===== config.mk =====
export PLATFORM = sky130hd
export DESIGN_NAME = edt_telemetry_decoder
export DESIGN_NICKNAME = d
export VERILOG_FILES = /design/src/hw/rtl/edt_pkg.sv /design/src/hw/rtl/edt_frame_decode.sv /design/src/hw/rtl/edt_telemetry_decoder.sv
export SDC_FILE = /design/constraint.sdc
export NUM_CORES = 1
export LEC_CHECK = 0
export ABC_AREA = 1
export BUFFER_PORTS_ARGS = -buffer_cell sky130_fd_sc_hd__buf_2
export CORE_MARGIN = 2
export CORE_UTILIZATION = 65
export CTS_CLUSTER_DIAMETER = 30
export DETAILED_ROUTE_END_ITERATION = 8
export PLACE_DENSITY = 0.85
export SYNTH_ARGS = -nofsm -noshare
export SYNTH_HDL_FRONTEND = slang
export SYNTH_SLANG_ARGS = --single-unit

===== constraint.sdc =====
create_clock -name clk -period 6.6 [get_ports clk]
set_clock_uncertainty 0.2 [all_clocks]
set_input_delay 0.99 -clock clk [delete_from_list [all_inputs] [get_ports clk]]
set_output_delay 0.99 -clock clk [all_outputs]
set_load 0.05 [all_outputs]

===== src/hw/rtl/edt_pkg.sv =====
package edt_pkg;

  // Error codes reported with every result.
  localparam logic [1:0] ERR_OK     = 2'd0;
  localparam logic [1:0] ERR_SYMBOL = 2'd1;
  localparam logic [1:0] ERR_CHECK  = 2'd2;

  // Quantity carried by a good frame.
  localparam logic [1:0] KIND_ERPM    = 2'd0;
  localparam logic [1:0] KIND_VOLTAGE = 2'd1;
  localparam logic [1:0] KIND_CURRENT = 2'd2;
  localparam logic [1:0] KIND_TEMP    = 2'd3;

  localparam int unsigned SYM_COUNT = 4;
  localparam int unsigned SYM_W     = 5;
  localparam int unsigned VALUE_W   = 12;

  // CRC-4 (x^4 + x^2 + x + 1) contribution of each value bit, index = bit position.
  localparam logic [3:0] CRC_COL [VALUE_W] = '{
    4'h1, 4'h2, 4'h4, 4'h8, 4'h7, 4'hE, 4'hB, 4'h1, 4'h2, 4'h4, 4'h8, 4'h7
  };

  // Outcome of decoding one frame.
  typedef struct packed {
    logic [1:0]         err;
    logic [1:0]         kind;
    logic [VALUE_W-1:0] value;
    logic [3:0]         check;
  } decode_t;

  // Per-motor record held in the state memory.
  typedef struct packed {
    logic [10:0] erpm;
    logic [11:0] voltage;
    logic [10:0] current;
    logic [7:0]  temperature;
    logic [3:0]  check;
  } held_rec_t;

  // GCR symbol to nibble; bit 4 set marks a symbol with no code.
  function automatic logic [4:0] gcr_decode(input logic [SYM_W-1:0] sym);
    logic [4:0] res;
    case (sym)
      5'd9:    res = 5'h09;
      5'd10:   res = 5'h0A;
      5'd11:   res = 5'h0B;
      5'd13:   res = 5'h0D;
      5'd14:   res = 5'h0E;
      5'd15:   res = 5'h0F;
      5'd18:   res = 5'h02;
      5'd19:   res = 5'h03;
      5'd21:   res = 5'h05;
      5'd22:   res = 5'h06;
      5'd23:   res = 5'h07;
      5'd25:   res = 5'h00;
      5'd26:   res = 5'h08;
      5'd27:   res = 5'h01;
      5'd29:   res = 5'h04;
      5'd30:   res = 5'h0C;
      default: res = 5'h10;
    endcase
    return res;
  endfunction

  // Serial CRC-4 over the value, MSB first, folded into an XOR of columns.
  function automatic logic [3:0] crc4(input logic [VALUE_W-1:0] value);
    logic [3:0] acc;
    acc = 4'h0;
    for (int k = 0; k < VALUE_W; k++) begin
      if (value[k]) begin
        acc = acc ^ CRC_COL[k];
      end
    end
    return acc;
  endfunction

endpackage


===== src/hw/rtl/edt_frame_decode.sv =====
module edt_frame_decode
  import edt_pkg::*;
(
  input  logic [20:0] raw_frame,
  output decode_t     dec
);

  logic [4:0]  nib   [SYM_COUNT];
  logic [15:0] word;
  logic        bad_sym;
  logic [VALUE_W-1:0] value;
  logic [3:0]  check;

  // Look up the four symbols; the first one sits in the top bits.
  always_comb begin
    for (int i = 0; i < SYM_COUNT; i++) begin
      nib[i] = gcr_decode(raw_frame[20 - SYM_W * i -: SYM_W]);
    end
    bad_sym = nib[0][4] | nib[1][4] | nib[2][4] | nib[3][4];
    word    = {nib[0][3:0], nib[1][3:0], nib[2][3:0], nib[3][3:0]};
    value   = word[15:4];
    check   = word[3:0];
  end

  // Error priority, then the value range picks the quantity.
  always_comb begin
    dec.value = value;
    dec.check = check;
    dec.kind  = KIND_ERPM;
    if (bad_sym) begin
      dec.err = ERR_SYMBOL;
    end else if (crc4(value) != check) begin
      dec.err = ERR_CHECK;
    end else begin
      dec.err = ERR_OK;
      if (!value[11]) begin
        dec.kind = KIND_ERPM;
      end else if (!value[10]) begin
        dec.kind = KIND_VOLTAGE;
      end else if (!value[9]) begin
        dec.kind = KIND_CURRENT;
      end else begin
        dec.kind = KIND_TEMP;
      end
    end
  end

endmodule


===== src/hw/rtl/edt_telemetry_decoder.sv =====
// Channel | Direction | Ports                         | Contents
// in      | sink      | in_tvalid/in_tready/in_tdata  | motor index, raw 21-bit frame
// out     | source    | out_tvalid/out_tready/out_*   | status and held values of the motor
//
// One frame is taken every cycle while the sink does not stall; a result passes
// through stage 1 and the output register before it is offered.
// The frame is decoded in the transfer cycle while the motor's record is read from
// the state memory; stage 1 merges and writes it back when it advances, with a
// forward path for a frame of the same motor right behind. The output register holds a
// result while the sink stalls, so the input keeps going until both stages are full.
// Reset clears the pipeline and the per-motor valid bits; no clearing pass.
module edt_telemetry_decoder
  import edt_pkg::*;
#(
  parameter int MOTOR_COUNT = 3
) (
  input  logic        clk,
  input  logic        rst_n,
  input  logic        in_tvalid,
  output logic        in_tready,
  // [1:0] motor_index, [22:2] raw_frame, [23] zero
  input  logic [23:0] in_tdata,
  output logic        out_tvalid,
  input  logic        out_tready,
  // [0] frame_ok, [2:1] error_code, [13:3] erpm_out, [25:14] voltage_cv_out,
  // [36:26] current_ca_out, [44:37] temperature_out, [48:45] check_out,
  // [49] have_data, [55:50] zero
  output logic [55:0] out_tdata,
  // [1:0] quantity_kind
  output logic [1:0]  out_tuser
);

  localparam int ADDR_W = (MOTOR_COUNT > 1) ? $clog2(MOTOR_COUNT) : 1;

  logic [1:0]        in_motor;
  logic [20:0]       in_frame;
  logic [4:0]        in_motor_ext;
  logic              in_in_range;
  logic [ADDR_W-1:0] in_addr;
  logic              in_xfer;
  decode_t           in_dec;

  logic              s1_valid_r;
  decode_t           s1_dec_r;
  logic [ADDR_W-1:0] s1_addr_r;
  logic              s1_in_range_r;

  held_rec_t         mem [MOTOR_COUNT];
  held_rec_t         rd_r;
  logic [MOTOR_COUNT-1:0] valid_r;
  logic              fwd_hit_r;
  held_rec_t         fwd_rec_r;

  held_rec_t         old_rec;
  held_rec_t         merged;
  logic              good;
  logic              have;
  logic              adv;
  logic              mem_we;

  logic              out_valid_r;
  logic [55:0]       out_tdata_r;
  logic [1:0]        out_tuser_r;

  // Input fields and address of the motor record.
  assign in_motor     = in_tdata[1:0];
  assign in_frame     = in_tdata[22:2];
  assign in_motor_ext = {3'b000, in_motor};
  assign in_in_range  = in_motor_ext < 5'(MOTOR_COUNT);
  assign in_addr      = in_in_range ? in_motor_ext[ADDR_W-1:0] : '0;

  edt_frame_decode u_decode (
    .raw_frame (in_frame),
    .dec       (in_dec)
  );

  // Handshake: stage 1 moves on whenever the output register is free or drains.
  assign adv       = !out_valid_r || out_tready;
  assign in_tready = !s1_valid_r || adv;
  assign in_xfer   = in_tvalid && in_tready;

  // Stage 1 control.
  always_ff @(posedge clk) begin
    if (!rst_n) begin
      s1_valid_r <= 1'b0;
    end else if (in_xfer) begin
      s1_valid_r <= 1'b1;
    end else if (adv) begin
      s1_valid_r <= 1'b0;
    end
  end

  // Stage 1 payload.
  always_ff @(posedge clk) begin
    if (in_xfer) begin
      s1_dec_r      <= in_dec;
      s1_addr_r     <= in_addr;
      s1_in_range_r <= in_in_range;
    end
  end

  // State memory: read at transfer, write back from stage 1.
  always_ff @(posedge clk) begin
    if (mem_we) begin
      mem[s1_addr_r] <= merged;
    end
    if (in_xfer) begin
      rd_r <= mem[in_addr];
    end
  end

  // Valid bit per motor; an entry never written reads as zero.
  always_ff @(posedge clk) begin
    if (!rst_n) begin
      valid_r <= '0;
    end else if (mem_we) begin
      valid_r[s1_addr_r] <= 1'b1;
    end
  end

  // Forward the record written in the same cycle the next frame reads it.
  always_ff @(posedge clk) begin
    if (!rst_n) begin
      fwd_hit_r <= 1'b0;
    end else if (in_xfer) begin
      fwd_hit_r <= mem_we && in_in_range && (in_addr == s1_addr_r);
    end else if (s1_valid_r && adv) begin
      fwd_hit_r <= 1'b0;
    end
  end

  always_ff @(posedge clk) begin
    if (in_xfer) begin
      fwd_rec_r <= merged;
    end
  end

  // Merge the decoded quantity into the motor record.
  always_comb begin
    if (fwd_hit_r) begin
      old_rec = fwd_rec_r;
    end else if (valid_r[s1_addr_r]) begin
      old_rec = rd_r;
    end else begin
      old_rec = '0;
    end
    good   = s1_in_range_r && (s1_dec_r.err == ERR_OK);
    merged = old_rec;
    if (good) begin
      merged.check = s1_dec_r.check;
      case (s1_dec_r.kind)
        KIND_ERPM:    merged.erpm        = s1_dec_r.value[10:0];
        KIND_VOLTAGE: merged.voltage     = {s1_dec_r.value[9:0], 2'b00};
        KIND_CURRENT: merged.current     = {s1_dec_r.value[8:0], 2'b00};
        default:      merged.temperature = s1_dec_r.value[8:1];
      endcase
    end
    have   = valid_r[s1_addr_r] || good;
    mem_we = s1_valid_r && adv && good;
  end

  // Output register.
  always_ff @(posedge clk) begin
    if (!rst_n) begin
      out_valid_r <= 1'b0;
    end else if (s1_valid_r && adv) begin
      out_valid_r <= 1'b1;
    end else if (out_tready) begin
      out_valid_r <= 1'b0;
    end
  end

  always_ff @(posedge clk) begin
    if (s1_valid_r && adv) begin
      out_tuser_r <= s1_dec_r.kind;
      if (s1_in_range_r) begin
        out_tdata_r <= {6'b0, have, merged.check, merged.temperature, merged.current,
                        merged.voltage, merged.erpm, s1_dec_r.err, good};
      end else begin
        out_tdata_r <= {6'b0, 47'b0, s1_dec_r.err, 1'b0};
      end
    end
  end

  assign out_tvalid = out_valid_r;
  assign out_tdata  = out_tdata_r;
  assign out_tuser  = out_tuser_r;

`ifndef NO_ASSERTIONS
  a_ok_no_error: assert property (@(posedge clk) disable iff (!rst_n)
    out_valid_r && out_tdata_r[0] |-> out_tdata_r[2:1] == ERR_OK && out_tdata_r[49])
    else $error("good frame reported with an error or without data");

  a_error_kind_zero: assert property (@(posedge clk) disable iff (!rst_n)
    out_valid_r && out_tdata_r[2:1] != ERR_OK |-> out_tuser_r == KIND_ERPM)
    else $error("error result carries a quantity kind");

  a_fwd_live: assert property (@(posedge clk) disable iff (!rst_n)
    fwd_hit_r |-> s1_valid_r)
    else $error("forwarded record without a frame in stage 1");

  a_write_sets_valid: assert property (@(posedge clk) disable iff (!rst_n)
    mem_we |=> valid_r[$past(s1_addr_r)])
    else $error("record written without its valid bit");
`endif

endmodule

==> results.yml <==
synthesis:
  netlist_area_um2: 12700
  synth_edf_count: 304
  synth_top_area_share: 0.717
  ys_seq_area_frac: 0.727
  ys.flop_type: "edfxtp_1"
  syn_avg_cell_area_um2: 11.7
  netlist.top_cell.by_area: "edfxtp_1"
  synth_seq_cells: 310
  synthArstFlopShare: 0
  synthTopCellsByArea: "edfxtp_1 72%, nand2_1 8.4%, nand3_1 6.4%"
  synthCells: 1090
  yosys_warnings: 0
  synth_cell_types: 30
timing:
  hold_viol: 0
  max_slew_margin: 0.212
  setup-violations-final: 0
  maxSlewViolCount: 0
  tns_ns: 0
  rsz0062_at_grt: "false"
  fin_crit_sh: 0.555
  min_period_ns: 3.66
  setup_slack_ns: 2.94
  tightest_slew_ns: 1.18
  fmax_ghz: 0.273
power:
  clkPwrFrac: 0.465
  switchingPower_w: 0.00112
  sw_frac_of_total: 0.239
  peakVddDrop_v: 0.000218
  powerDensity_nw_per_um2: 318
  power.internal_w: 0.00357
  total_power_w: 0.00469
  p_leak_nw: 6.16
  p_comb_frac: 0.056
  pwr-share-seq: 0.480
critical_path:
  path_class: "register to register"
  start_kind: "register"
  timing.rr.end: "mem[2][41]"
  timing.rr.start: "s1_in_range_r"
  critPathSlowestCell: "nand3_1"
  cp.required_ns: 6.61
  ff2ff_setup_slack_ns: 2.94
  crit_path_max_fanout: 43
  endpoint: "mem[2][41]"
  r2r_cells: 5
  critPathLaunch: "s1_in_range_r"
  endpoint_kind: "register"
  arrival_ns: 3.67
  max_stage_delay_ns: 0.79
  crit_path_cell_trace: "inv_2 -> nor3_4 -> nand3_1 -> o21ai_0 -> inv_1"
layout:
  antenna_cells: 0
  drive_gt1_frac: 0.140
  nNetsFinal: 1220
  syn2layout_area_growth_pct: 15.7
cts:
  clock_latency_ns: 0.53
  htree_levels: 2
  clockBufferDepth: 3
  cts_sinks: 310
  cts-root-buf: "clkbuf_16"
  tritoncts: "built"
  cts_buffers: 41
  post_cts_buffers: 0
  cts_resized: 0
  cts-hold-fix-buffers: 0
  clk_pin_slew_ns: 0.06
outcome:
  run_status: "completed"
place:
  io_buffers: 79
  dp_slack_ns: 3.14
  globalplace.congestion: 0.868
  place_hpwl_um: 15600
global_route:
  grt-busiest-layer: "met2"
  met2_usage: 0.490
  globalRouteMet3Util: 0.0533
  grt_pass1_vias: 8576
  grt_pass1_wl_um: 44300
  overflow: 0
  grtUsageTotal: 0.288
  antenna_found_initial: 0
  grtUsageMet1: 0.354
  grt_max_degree: 71
floorplan:
  die_h_um: 144
  die-area_um2: 20700
  initial_core_util: 0.658
  core_region_area_um2: 19300
  placementRows: 51
  die_x_um: 144
  io_pins: 88
routing:
  ant_nets: 0
  drt_iter0_drc: 1029
  vias_per_cell: 5.92
  vias: 8737
  drc: 0
  wl_um: 29200
  first_pass_iters: 5
  wl_per_cell_um: 19.8
min_path:
  hold_depth: 2
  min_path_type: "register to register"
run:
  maxCapViolations: 0
[through the flow]
| step | utilization | hold WS (ns) | cell area [µm²] | instances |
|---|---|---|---|---|
| 6_report | 0.761 | 0.303 | 14700 | 1476 |
| 4_1_cts | 0.761 | 0.299 | 14700 | 1476 |
| 5_1_grt | 0.761 | 0.328 | 14700 | 1476 |
| 2_1_floorplan | - | 0.240 | 12700 | 1095 |
| 3_3_place_gp | 0.691 | 0.252 | 13400 | 1402 |
| 3_5_place_dp | 0.691 | 0.260 | 13400 | 1402 |
[how the worst min path moves through the flow]
stage / startpoint / to / slack, ns
after global placement: valid_r[2] / valid_r[2] / 0.25
after global routing: valid_r[1] / valid_r[1] / 0.33
after floorplan: valid_r[2] / valid_r[2] / 0.24
final: valid_r[0] / valid_r[0] / 0.30
after CTS: valid_r[0] / valid_r[0] / 0.30
after detailed placement: valid_r[2] / valid_r[2] / 0.26
[layer usage]
metal	routed length, µm	up-vias
met2	14700	559
met1	10200	4137
met4	1190	0
met3	3100	98
li1	-	3943
met5	0	-
[final cells by class]
class | count | area (µm²)
repair buffers | 88 | 463
fillers | 1092 | 4610
flip-flops and latches | 310 | 9250
inverters | 97 | 369
clock inverters | 32 | 332
clock buffers | 42 | 1030
multi-input cells | 642 | 2950
well taps | 265 | 332
[synth_stat cells, types with 2 or more instances]
library cell / number
edfxtp_1: 304
nand2_1: 286
nand3_1: 162
inv_1: 93
nor2_1: 79
o21ai_0: 29
clkbuf_1: 25
o21ai_1: 19
a21oi_1: 17
ha_1: 12
buf_1: 9
nor3_1: 7
buf_4: 6
dfxtp_1: 6
a21boi_0: 4
and2_1: 4
buf_2: 4
nand4_1: 4
inv_2: 3
nor3_4: 3
o211ai_1: 3
nand3b_1: 2
o2111ai_1: 2
[state kept, by name, summed over array words and instances (netlist names)]
name           flops
mem              138
out_tdata         50
fwd_rec_r         46
rd_r              46
s1_dec_r          19
valid_r            3
out_tuser          2
s1_addr_r          2
fwd_hit_r          1
out_tvalid         1
s1_in_range_r      1
s1_valid_r         1
[power groups by stage]
stage	clock network, W	registers [W]	logic [W]
detailed placement	0	0.00229	0.000254
floorplan	0	0.00232	0.000139
finish	0.00218	0.00225	0.000260
global placement	0	0.00228	0.000246
global route	0.00226	0.00225	0.000284
CTS	0.00218	0.00225	0.000257
[cells in the final DEF, fill, tap and decap left out, types with 3 or more instances in the layout]
cell type and n:
clkinv_8 3, ha_1 12, o21ai_0 29, nand3_1 162
buf_4 9, dfxtp_1 6, a21oi_1 17, inv_1 90
edfxtp_1 304, inv_2 5, and2_1 4, nor2_4 4
o211ai_1 3, clkinv_2 3, clkinv_1 6, inv_8 3
nand2_1 286, conb_1 6, nor3_4 3, nor2_1 75
inv_6 8, clkbuf_16 41, clkinv_4 5, bufinv_16 3
a21boi_0 4, nor3_1 7, o21ai_1 19, nand4_1 4
buf_2 79
[worst max-delay path: cells and delay by family (launching register included)]
family / cells / cell delay, ns
AOI/OAI and AO/OA: 1 / 0.74
buffers and inverters: 2 / 0.65
DFF: 1 / 0.44
and+or+nand+nor: 2 / 1.28
[cell families (layout without fill, tap and decap cells)]
family / Yosys count / in the layout / synth area share
AO/OA/AOI/OAI: 74 / 74 / 0.0311
adder cells (fa/ha/maj): 12 / 12 / 0.0118
buffers and inverters: 143 / 259 / 0.0452
flip-flops: 310 / 310 / 0.727
other: 1 / 6 / 0.000295
AND/OR/NAND/NOR: 550 / 550 / 0.185
Note: power is estimated with default switching activity, not from simulation.
